$ cat config.mk
export PLATFORM = sky130hd
export DESIGN_NAME = lru_key_value_cache
export DESIGN_NICKNAME = d
export VERILOG_FILES = /design/src/hw/rtl/lkv_pkg.sv /design/src/hw/rtl/lkv_ctrl.sv /design/src/hw/rtl/lkv_dp.sv /design/src/hw/rtl/lru_key_value_cache.sv
export VERILOG_INCLUDE_DIRS = /design/src /design/src/hw/rtl
export SDC_FILE = /design/constraint.sdc
export NUM_CORES = 2
export LEC_CHECK = 0
export BUFFER_PORTS_ARGS = -buffer_cell sky130_fd_sc_hd__buf_2
export CAP_MARGIN = 25
export CORE_MARGIN = 2
export CORE_UTILIZATION = 50
export DETAILED_ROUTE_END_ITERATION = 12
export PLACE_DENSITY = 0.68
export SLEW_MARGIN = 20
export SYNTH_ARGS = -nofsm -noshare
export SYNTH_HDL_FRONTEND = slang
export SYNTH_SLANG_ARGS = --single-unit
$ cat constraint.sdc
create_clock -name clock -period 7.6 [get_ports clock]
set_input_delay 1.14 -clock clock [delete_from_list [all_inputs] [get_ports clock]]
set_output_delay 1.14 -clock clock [all_outputs]
set_load 0.05 [all_outputs]
$ cat src/hw/rtl/assert_macros.svh
// Assertion macros for the RTL modules; lkv_dp includes them.
`ifndef ASSERT_MACROS_SVH
`define ASSERT_MACROS_SVH
`ifndef ASSERT_OFF
`define ASSERT_ALWAYS(label, clk, rst, expr) \
   label: assert property (@(posedge clk) disable iff (rst) (expr)) \
      else $error("invariant violated");
`define ASSERT_IMPLY(label, clk, rst, pre, post) \
   label: assert property (@(posedge clk) disable iff (rst) (pre) |-> (post)) \
      else $error("implication violated");
`else
`define ASSERT_ALWAYS(label, clk, rst, expr)
`define ASSERT_IMPLY(label, clk, rst, pre, post)
`endif
`endif

$ cat src/hw/rtl/lkv_pkg.sv
// Shared types and constants of the LRU key-value cache.
package lkv_pkg;

   localparam int LKV_ENTRIES_DEFAULT = 16;
   localparam int LKV_CAP_W           = 5;
   localparam logic [LKV_CAP_W-1:0] LKV_CAP_RESET = 5'd16;

   localparam int CSR_ADDR_W = 3;
   localparam int CSR_DATA_W = 32;
   localparam logic REG_CAPACITY = 1'b0;

   localparam logic FUNC_GET = 1'b0;
   localparam logic FUNC_PUT = 1'b1;

   typedef struct packed {
      logic               func;
      logic signed [31:0] key;
      logic signed [31:0] value;
   } req_type;

   typedef struct packed {
      logic               hit;
      logic signed [31:0] read_value;
   } rsp_type;

   typedef struct packed {
      logic capture;
      logic lookup;
      logic touch;
      logic rd_issue;
      logic wr_hit;
      logic evict;
      logic insert;
      logic load_rsp;
   } cmd_type;

   typedef struct packed {
      logic hit;
      logic is_put;
      logic need_evict;
      logic rsp_busy;
   } sts_type;

endpackage

$ cat src/hw/rtl/lkv_ctrl.sv
// Sequencing state machine of the LRU key-value cache.
module lkv_ctrl
   import lkv_pkg::*;
(
   input  logic    clock,
   input  logic    reset,
   input  logic    req_valid,
   output logic    req_stall,
   input  sts_type sts,
   output cmd_type cmd
);

   localparam logic [2:0] S_IDLE   = 3'd0;
   localparam logic [2:0] S_LOOK   = 3'd1;
   localparam logic [2:0] S_UPDATE = 3'd2;
   localparam logic [2:0] S_INSERT = 3'd3;
   localparam logic [2:0] S_FIN    = 3'd4;

   logic [2:0] state_ff, state_in;

   always_ff @(posedge clock) begin
      if (reset) begin
         state_ff <= S_IDLE;
      end else begin
         state_ff <= state_in;
      end
   end

   always_comb begin
      state_in  = state_ff;
      cmd       = '0;
      req_stall = 1'b1;
      case (state_ff)
         S_IDLE: begin
            req_stall = 1'b0;
            if (req_valid) begin
               cmd.capture = 1'b1;
               state_in    = S_LOOK;
            end
         end
         S_LOOK: begin
            cmd.lookup = 1'b1;
            state_in   = S_UPDATE;
         end
         S_UPDATE: begin
            if (sts.hit) begin
               cmd.touch    = 1'b1;
               cmd.rd_issue = !sts.is_put;
               cmd.wr_hit   = sts.is_put;
               state_in     = S_FIN;
            end else if (sts.is_put) begin
               // make room first, the insert sees the freed slot
               cmd.evict = sts.need_evict;
               state_in  = S_INSERT;
            end else begin
               state_in = S_FIN;
            end
         end
         S_INSERT: begin
            cmd.insert = 1'b1;
            state_in   = S_FIN;
         end
         S_FIN: begin
            if (!sts.rsp_busy) begin
               cmd.load_rsp = 1'b1;
               state_in     = S_IDLE;
            end
         end
         default: begin
            state_in = S_IDLE;
         end
      endcase
   end

endmodule

$ cat src/hw/rtl/lkv_dp.sv
// Entry store, recency ranks and result register of the LRU key-value cache.
`include "assert_macros.svh"
module lkv_dp
   import lkv_pkg::*;
#(
   parameter int ENTRIES = LKV_ENTRIES_DEFAULT
) (
   input  logic                 clock,
   input  logic                 reset,
   input  logic [LKV_CAP_W-1:0] capacity,
   input  req_type              req_data,
   input  cmd_type              cmd,
   output sts_type              sts,
   output logic                 rsp_valid,
   input  logic                 rsp_stall,
   output rsp_type              rsp_data
);

   localparam int RANK_W = (ENTRIES > 1) ? $clog2(ENTRIES) : 1;
   localparam int IDX_W  = (ENTRIES > 1) ? $clog2(ENTRIES) : 1;
   localparam int OCC_W  = $clog2(ENTRIES + 1);
   localparam int EC_W   = (OCC_W > LKV_CAP_W) ? OCC_W : LKV_CAP_W;

   req_type                 req_ff;
   logic signed [31:0]      key_ff [ENTRIES];
   logic [31:0]             data_mem [ENTRIES];
   logic [31:0]             rd_data_ff;
   logic [ENTRIES-1:0]      valid_ff, valid_in;
   logic [RANK_W-1:0]       rank_ff [ENTRIES];
   logic [RANK_W-1:0]       rank_in [ENTRIES];
   logic [OCC_W-1:0]        occ_ff, occ_in;
   logic [ENTRIES-1:0]      match_oh_ff, victim_oh_ff;
   logic                    hit_ff, need_evict_ff;
   logic [RANK_W-1:0]       hit_rank_ff;
   rsp_type                 rsp_ff;
   logic                    rsp_valid_ff;

   logic [ENTRIES-1:0]      match_oh, victim_oh, free_oh, invalid;
   logic [RANK_W-1:0]       hit_rank;
   logic [OCC_W-1:0]        occ_m1;
   logic [EC_W-1:0]         eff_cap;
   logic                    need_evict;
   logic [IDX_W-1:0]        hit_idx, free_idx, mem_waddr;
   logic                    mem_we;

   // clamp capacity to 1..ENTRIES
   always_comb begin
      eff_cap = EC_W'(capacity);
      if (capacity == '0) begin
         eff_cap = EC_W'(1);
      end else if (EC_W'(capacity) > EC_W'(ENTRIES)) begin
         eff_cap = EC_W'(ENTRIES);
      end
   end

   assign need_evict = EC_W'(occ_ff) >= eff_cap;
   assign occ_m1     = occ_ff - OCC_W'(1);

   // ranks of valid entries always form 0..occ-1, so the oldest has rank occ-1
   always_comb begin
      hit_rank = '0;
      for (int i = 0; i < ENTRIES; i++) begin
         match_oh[i]  = valid_ff[i] && (key_ff[i] == req_ff.key);
         victim_oh[i] = valid_ff[i] && (OCC_W'(rank_ff[i]) == occ_m1);
         hit_rank     = hit_rank | (match_oh[i] ? rank_ff[i] : '0);
      end
   end

   // lowest free slot
   assign invalid = ~valid_ff;
   assign free_oh = invalid & (~invalid + ENTRIES'(1));

   always_comb begin
      hit_idx  = '0;
      free_idx = '0;
      for (int i = 0; i < ENTRIES; i++) begin
         hit_idx  = hit_idx  | (match_oh_ff[i] ? IDX_W'(i) : '0);
         free_idx = free_idx | (free_oh[i]     ? IDX_W'(i) : '0);
      end
   end

   always_comb begin
      valid_in = valid_ff;
      occ_in   = occ_ff;
      for (int i = 0; i < ENTRIES; i++) begin
         rank_in[i] = rank_ff[i];
         if (cmd.touch) begin
            if (match_oh_ff[i]) begin
               rank_in[i] = '0;
            end else if (valid_ff[i] && (rank_ff[i] < hit_rank_ff)) begin
               rank_in[i] = rank_ff[i] + RANK_W'(1);
            end
         end
         if (cmd.evict && victim_oh_ff[i]) begin
            rank_in[i] = '0;
         end
         if (cmd.insert) begin
            if (free_oh[i]) begin
               rank_in[i] = '0;
            end else if (valid_ff[i]) begin
               rank_in[i] = rank_ff[i] + RANK_W'(1);
            end
         end
      end
      if (cmd.evict) begin
         valid_in = valid_ff & ~victim_oh_ff;
         occ_in   = occ_ff - OCC_W'(1);
      end
      if (cmd.insert) begin
         valid_in = valid_ff | free_oh;
         occ_in   = occ_ff + OCC_W'(1);
      end
   end

   always_ff @(posedge clock) begin
      if (reset) begin
         valid_ff      <= '0;
         occ_ff        <= '0;
         match_oh_ff   <= '0;
         victim_oh_ff  <= '0;
         hit_ff        <= 1'b0;
         need_evict_ff <= 1'b0;
         rsp_valid_ff  <= 1'b0;
         for (int i = 0; i < ENTRIES; i++) begin
            rank_ff[i] <= '0;
         end
      end else begin
         valid_ff <= valid_in;
         occ_ff   <= occ_in;
         for (int i = 0; i < ENTRIES; i++) begin
            rank_ff[i] <= rank_in[i];
         end
         if (cmd.lookup) begin
            match_oh_ff   <= match_oh;
            victim_oh_ff  <= victim_oh;
            hit_ff        <= |match_oh;
            need_evict_ff <= need_evict;
         end
         if (cmd.load_rsp) begin
            rsp_valid_ff <= 1'b1;
         end else if (!rsp_stall) begin
            rsp_valid_ff <= 1'b0;
         end
      end
   end

   always_ff @(posedge clock) begin
      if (cmd.capture) begin
         req_ff <= req_data;
      end
      if (cmd.lookup) begin
         hit_rank_ff <= hit_rank;
      end
      for (int i = 0; i < ENTRIES; i++) begin
         if (cmd.insert && free_oh[i]) begin
            key_ff[i] <= req_ff.key;
         end
      end
      if (cmd.load_rsp) begin
         rsp_ff.hit        <= hit_ff;
         rsp_ff.read_value <= (hit_ff && (req_ff.func == FUNC_GET)) ? rd_data_ff : '0;
      end
   end

   // value store: one write port, one registered read port
   assign mem_we    = cmd.wr_hit || cmd.insert;
   assign mem_waddr = cmd.wr_hit ? hit_idx : free_idx;

   always_ff @(posedge clock) begin
      if (mem_we) begin
         data_mem[mem_waddr] <= req_ff.value;
      end
      if (cmd.rd_issue) begin
         rd_data_ff <= data_mem[hit_idx];
      end
   end

   assign sts.hit        = hit_ff;
   assign sts.is_put     = (req_ff.func == FUNC_PUT);
   assign sts.need_evict = need_evict_ff;
   assign sts.rsp_busy   = rsp_valid_ff && rsp_stall;

   assign rsp_valid = rsp_valid_ff;
   assign rsp_data  = rsp_ff;

   `ASSERT_ALWAYS(a_occ_matches_valid, clock, reset, $countones(valid_ff) == int'(occ_ff))
   `ASSERT_ALWAYS(a_occ_in_range, clock, reset, int'(occ_ff) <= ENTRIES)
   `ASSERT_ALWAYS(a_keys_unique, clock, reset, $onehot0(match_oh_ff))
   `ASSERT_IMPLY(a_victim_found, clock, reset, need_evict_ff, $onehot(victim_oh_ff))
   `ASSERT_IMPLY(a_insert_has_room, clock, reset, cmd.insert, $onehot(free_oh))

endmodule

$ cat src/hw/rtl/lru_key_value_cache.sv
// LRU key-value cache top level: capacity register, controller and datapath.
// Sequence: the controller steps through capture, lookup, update, optional insert and
// result load, and rsp_valid is registered from the result load; a new request is taken
// only after the sequence of the last one is done. A result still waiting under
// rsp_stall holds the next result load, and the req side stalls until it leaves.
// Reset: synchronous; store empty, all ranks zero, capacity register reads 16.
module lru_key_value_cache
   import lkv_pkg::*;
#(
   parameter int ENTRIES = LKV_ENTRIES_DEFAULT
) (
   input  logic                  clock,
   input  logic                  reset,
   input  logic                  req_valid,
   output logic                  req_stall,
   input  req_type               req_data,
   output logic                  rsp_valid,
   input  logic                  rsp_stall,
   output rsp_type               rsp_data,
   input  logic                  csr_psel,
   input  logic                  csr_penable,
   input  logic                  csr_pwrite,
   input  logic [CSR_ADDR_W-1:0] csr_paddr,
   input  logic [CSR_DATA_W-1:0] csr_pwdata,
   output logic [CSR_DATA_W-1:0] csr_prdata,
   output logic                  csr_pready
);

   logic [LKV_CAP_W-1:0] capacity_ff;
   logic                 csr_write;
   logic                 csr_index;
   cmd_type              cmd;
   sts_type              sts;

   assign csr_pready = 1'b1;
   assign csr_index  = csr_paddr[2];
   assign csr_write  = csr_psel && csr_penable && csr_pwrite && csr_pready;

   always_ff @(posedge clock) begin
      if (reset) begin
         capacity_ff <= LKV_CAP_RESET;
      end else if (csr_write && (csr_index == REG_CAPACITY)) begin
         capacity_ff <= csr_pwdata[LKV_CAP_W-1:0];
      end
   end

   assign csr_prdata = (csr_index == REG_CAPACITY) ? CSR_DATA_W'(capacity_ff) : '0;

   lkv_ctrl u_ctrl (
      .clock     (clock),
      .reset     (reset),
      .req_valid (req_valid),
      .req_stall (req_stall),
      .sts       (sts),
      .cmd       (cmd)
   );

   lkv_dp #(
      .ENTRIES (ENTRIES)
   ) u_dp (
      .clock     (clock),
      .reset     (reset),
      .capacity  (capacity_ff),
      .req_data  (req_data),
      .cmd       (cmd),
      .sts       (sts),
      .rsp_valid (rsp_valid),
      .rsp_stall (rsp_stall),
      .rsp_data  (rsp_data)
   );

endmodule
After elaboration in Yosys (flattened, before gate mapping)
Memory sizes are Yosys's and may differ from the RTL's. A register that Yosys moved wholly into a read port is not among the register bits.
Cells that the tools add are included.
{ "totals": {"latchBits": 0, "ram_bits": 1088, "wordCells": 550, "out_inout_bits": 68, "memories": 3, "regBits": 166, "mem_bits_ro": 0} }
{ "classes": {"add_sub_neg": 19, "eq_ne": 39, "n_bitwise": 67, "mux": 282, "order_cmp": 18, "div_mod_pow": 0, "mul": 0, "n_shift": 0, "reduce_logical": 107} }
{ "mem_list": {"columns": ["name", "words", "word_bits", "rd", "rd_ports_with_merged_regs", "wr", "line_no", "rtl"], "rows": [
  ["u_dp.data_mem", 16, 32, 1, 1, 1, "lkv_dp.sv:26", "logic [31:0] data_mem [ENTRIES];"],
  ["u_dp.key_ff", 16, 32, 16, 0, 1, "lkv_dp.sv:25", "logic signed [31:0] key_ff [ENTRIES];"],
  ["u_dp.rank_ff", 16, 4, 16, 0, 16, "lkv_dp.sv:29", "logic [RANK_W-1:0] rank_ff [ENTRIES];"]
]} }
{ "ops": {"columns": ["op", "n"], "rows": [
  ["$mux 4", 177],
  ["$eq 32x32->1", 16],
  ["$mux 32", 15],
  ["$reduce_or 32->1", 15],
  ["$or 4x4->4", 43],
  ["$logic_and 1x1->1", 85],
  ["$eq 4x5->1", 16],
  ["$mux 1", 65],
  ["$add 4x1->4 const B", 16],
  ["$lt 4x4->1", 16],
  ["$not 16->16", 3],
  ["$mux 3", 13],
  ["$and 16x16->16", 2],
  ["$mux 16", 2],
  ["$mux 5", 5],
  ["$add 16x1->16 const B", 1],
  ["$or 1x1->1", 16],
  ["$or 16x16->16", 1],
  ["$reduce_or 16->1", 1],
  ["$pmux 3 s5", 1],
  ["$mux 2", 4],
  ["$eq 3x2->1 const B", 2],
  ["$add 5x1->5 const B", 1],
  ["$ge 5x5->1", 1],
  ["other kinds (13)", 15]
]} }

Logic depth before layout (Yosys ltp)
{ "logic_depth": {"ltp_word": 23, "depth_mapped": 11, "mapped_depth_nobuf": 10} }

Hierarchy
From an unflattened synthesis, not the netlist that was laid out.
{ "unflattened": {"cells_unflattened": 4152, "area_unflattened_um2": 56072.5} }
{ "modules_own_cells": {"columns": ["mod", "seq_area_each_um2", "n_inst", "cells_per_inst", "area_per_inst_um2"], "rows": [
  ["lkv_dp", 37175.7, 1, 4068, 55351.8],
  ["lru_key_value_cache", 100.1, 1, 58, 494.2],
  ["lkv_ctrl", 60.1, 1, 26, 226.5]
]} }

Worst setup path after synthesis
OpenSTA, ideal clock, no wires.
{ "synth_timing": {"path_type": "input -> register", "from": "input req_valid", "to": "register u_dp.req_ff[0] (netlist bit) (enable)", "required_time_ns": 7.032, "stages": 2, "arrival_ns": 5.614, "path_buffers": 0, "setup_time_ns": 0.568, "slack_ns": 1.417, "path_cell_list": "nand2b_1 nor3_1"} }
{ "synth_lines": {"columns": ["element", "line_no", "rtl"], "rows": [
  ["from (decl)", "lru_key_value_cache.sv:14", "input logic req_valid,"],
  ["to (signal assigned)", "lkv_dp.sv:149", "req_ff <= req_data;"],
  ["to (decl)", "lkv_dp.sv:24", "req_type req_ff;"]
]} }

Worst setup path in the final report
{ "layout_timing": {"from": "register u_dp.match_oh_ff[13]", "to": "memory u_dp.data_mem[4][17] (enable)"} }
{ "layout_via": {"elab_chain_len": 5} }
{ "layout_rtl": {"columns": ["element", "line_no", "rtl"], "rows": [
  ["from (decl)", "lkv_dp.sv:32", "logic [ENTRIES-1:0] match_oh_ff, victim_oh_ff;"],
  ["from (signal assigned)", "lkv_dp.sv:134", "match_oh_ff <= match_oh;"],
  ["$mux 4", "lkv_dp.sv:77", "hit_idx = hit_idx | (match_oh_ff[i] ? IDX_W'(i) : '0);"],
  ["$or 4x4->4 (3 in series)", "lkv_dp.sv:77", null],
  ["$mux 4", "lkv_dp.sv:167", "assign mem_waddr = cmd.wr_hit ? hit_idx : free_idx;"],
  ["to (decl)", "lkv_dp.sv:26", null]
]} }
No other way between the ends.

==> flow_summary.toml <==
[floorplan]
core-area_um2 = 109000
fp.dieH_um = 335
dieArea_um2 = 113000
die_w_um = 335
pin_count = 175
initial_core_util_pct = 50.5
rows = 121

[pwr]
p_seq_share_pct = 53.0
pwr-share-comb_pct = 4.1
power_density_nw_per_um2 = 242
power_w = 0.0148
irDropWorstVdd_mv = 0.165
power_frac_clock_pct = 42.9
p_int_w = 0.0117
leakage_nw = 21.6
swShare_pct = 21.5
p_sw_w = 0.00318

[clock_tree]
htreeDepth = 4
cts.sinks = 1286
clk_latency_ns = 0.75
numCtsBuffers = 136
cts_max_path_buffers = 3
cts_hold_buf = 0
cts_tree = "built"
post_cts_resized = 0
clkTransAtPathRegs_ns = 0.06
post_cts_buffers = 0
root_buffer = "clkbuf_16"

[drt]
wl_per_cell_um = 23.3
finalWirelength_um = 134000
viasPerCell = 5.83
drtIter0Drc = 3948
firstDrtPassIters = 5
drc = 0
antenna_left = 0
vias = 33600

[sta]
slew_violations = 0
timing.final.crit_share_pct = 55.2
skew_ns = 0.0318
finalCriticalPeriod_ns = 4.20
fin_tns_setup_ns = 0
rsz0062_at_grt = "false"
tightest_slew_ns = 1.02
slew-limit-headroom_pct = 31.7
setup_violations = 0
hold_violations = 0
max_freq_ghz = 0.238

[logic_synthesis]
synth.area.mux_share_pct = 0.241
netlist_area_um2 = 54900
synth-simple-area-share_pct = 12.4
ys_ff_latch = 1286
async_flop_share_pct = 0
synth_top_family_by_area = "simple AND/OR/NAND/NOR gates"
ys_seq_area_share_pct = 68.0
synthCells = 4132
synth_compound_area_share_pct = 5.71
avgSynthCellArea_um2 = 13.3
yosys_warnings = 0
synth_edf_count = 1158
synthXorXnorAreaFrac_pct = 9.47
synth_ff_type = "edfxtp_1"
synth_adder_area_share_pct = 1.62
ys_types = 78

[status]
outcome = "completed"

[worst_setup_path]
crit_required_ns = 7.96
startpoint = "u_dp.match_oh_ff[13]$_SDFFE_PP0P_"
slowest_delay_ns = 0.93
regToRegStartpoint = "u_dp.match_oh_ff[13]$_SDFFE_PP0P_"
crit_arrival_ns = 4.56
end_kind = "flip-flop"
cp_cell_sequence = "nor4_1 > and3_2 > buf_4 > mux2_2 > nand2_1 > nor2_4 > buf_4"
criticalPathCategory = "flip-flop to flip-flop"
crit_path_top_delay_cell = "and3_2"
worstPathMaxFanout = 38
cpMostUsedCell = "buf_4"
cp-start-kind = "flip-flop"

[cells_and_area]
syn2layout_area_growth_pct = 11.7
n_antenna_cell = 0
final_nets = 4421
layout-drive-gt1-share_pct = 10.7

[flow_run]
maxCapViolCount = 0

[min_path]
hold_start = "u_dp.match_oh_ff[0]$_SDFFE_PP0P_"
hold_class = "flip-flop to flip-flop"

[global_routing]
grt_overflow_total = 0
grt_usage_pct = 23.7
grt_max_degree = 190
antenna_found_initial = 8
grt_pass1_vias = 31900
grt_pass1_wl_um = 200000

[placed_design]
io_buffers = 117
dp_hpwl_um = 72200
gp_congestion = 0.860
==> logic make-up (layout without fill, tap and decap cells) <==
| logic type | count (synthesis) | after routing |
|---|---|---|
| mux | 13 | 13 |
| flops | 1286 | 1286 |
| other cells | 2 | 28 |
| fa+ha+maj | 71 | 71 |
| simple gates | 1429 | 1429 |
| buf+inv | 289 | 479 |
| xor+xnor | 593 | 593 |
| compound gates | 449 | 449 |
==> sequential cells by signal, summed over array words and instances (netlist names) <==
name                count
u_dp.rank_ff           64
u_dp.rd_data_ff        32
u_dp.valid_ff          16
u_dp.match_oh_ff       16
u_dp.rsp_valid          1
u_dp.data_mem         512
u_dp.sts                1
u_dp.hit_rank_ff        4
u_dp.key_ff           512
capacity_ff             5
u_dp.hit_ff             1
u_dp.req_ff            64
u_ctrl.state_ff         3
u_dp.need_evict_ff      1
u_dp.occ_ff             5
u_dp.rsp_data          33
u_dp.victim_oh_ff      16
==> worst max-delay path, delay by kind of cell, from the launching register on <==
family        cells  cell delay [ns]
flops             1             0.35
mux               1             0.28
simple gates      4             1.93
buf+inv           2             1.20
==> through the flow <==
step	worst slack [ns]	utilization (%)	area [um^2]	cells	hold WS, ns
global route	3.28	56.4	61400	5762	0.499
finish	3.40	56.4	61400	5762	0.462
global placement	3.55	52.5	57100	5517	0.452
floorplan	1.42	-	55000	4158	0.432
CTS	3.44	56.4	61400	5760	0.463
detailed placement	3.47	52.5	57100	5517	0.456
==> cells in the final DEF, fill, tap and decap left out, types with 28 or more instances in the layout <==
master / count
a211oi_1: 43
a21o_1: 39
a21oi_1: 86
a22oi_1: 28
a311oi_1: 43
a31oi_1: 76
and2_1: 36
and3_1: 75
buf_2: 116
buf_4: 90
clkbuf_1: 30
clkbuf_16: 139
clkinv_1: 36
conb_1: 28
dfxtp_1: 128
edfxtp_1: 1158
ha_1: 71
nand2_1: 626
nand3_1: 244
nand4_1: 43
nor2_1: 115
nor4_1: 133
xnor2_1: 56
xor2_1: 535
==> path summary, 6_finish.rpt <==
path / to / cells past startpoint / slack [ns]
setup / recovery: u_dp.data_mem[4][17]$_DFFE_PP_ / 7 / 3.40
hold / removal: u_dp.match_oh_ff[0]$_SDFFE_PP0P_ / 2 / 0.46
setup reg to reg: u_dp.data_mem[4][17]$_DFFE_PP_ / 7 / 3.40
hold reg to reg: u_dp.match_oh_ff[0]$_SDFFE_PP0P_ / 2 / 0.46
==> final cells by class <==
class	count	area, um^2
Clock buffer	170	3600
Clock inverter	73	648
Fill cell	8546	47500
Inverter	24	90.1
Multi-Input combinational cell	2583	16600
Sequential cell	1286	37300
Tap cell	1414	1770
Timing Repair Buffer	212	1360
==> Yosys cell counts (3+ instances only) <==
master,n,area (um^2)
nand2_1,626,2350
or2_1,4,25.0
or3_1,3,18.8
a211oi_2,3,37.5
a21oi_1,87,435
a221oi_1,24,210
nand2b_1,26,163
a221o_1,3,30.0
ha_1,71,888
xnor2_1,56,490
mux2i_1,11,110
a211o_1,3,26.3
a21boi_0,3,22.5
buf_2,62,310
nand3_1,245,1230
buf_1,13,48.8
o21ai_1,20,100
o21a_1,3,22.5
nand4_1,43,269
buf_4,46,345
nor2_1,137,514
a21boi_1,4,30.0
clkbuf_1,135,507
nor3_1,27,135
o21ai_0,27,135
nor3_2,16,160
nor2b_1,12,75.1
a311oi_1,43,377
xor2_1,536,4690
a31oi_1,76,475
a21o_1,39,293
edfxtp_1,1158,34800
dfxtp_1,128,2560
and2_1,36,225
and3_1,77,482
nor3b_1,9,67.6
a22oi_1,28,210
inv_1,23,86.3
buf_6,9,101
and4_1,4,35.0
nor4_1,136,851
a22o_1,21,184
nand3b_1,16,120
a211oi_1,43,323
==> metal layers <==
metal / part of all wire (%) / global-route usage [%]
met1: 44 / 34.3
met4: 2.8 / 8.38
met5: 0.051 / 0
met2: 45 / 35.8
met3: 8.1 / 4.55
==> power groups by stage <==
| stage | sequential [W] | combinational [W] | clock, W |
|---|---|---|---|
| floorplan | 0.00802 | 0.000382 | 0 |
| global placement | 0.00800 | 0.000606 | 0 |
| detailed placement | 0.00801 | 0.000614 | 0 |
| CTS | 0.00786 | 0.000617 | 0.00646 |
| global route | 0.00787 | 0.000660 | 0.00675 |
| finish | 0.00786 | 0.000611 | 0.00637 |
Power figures use the tool's default switching activity.
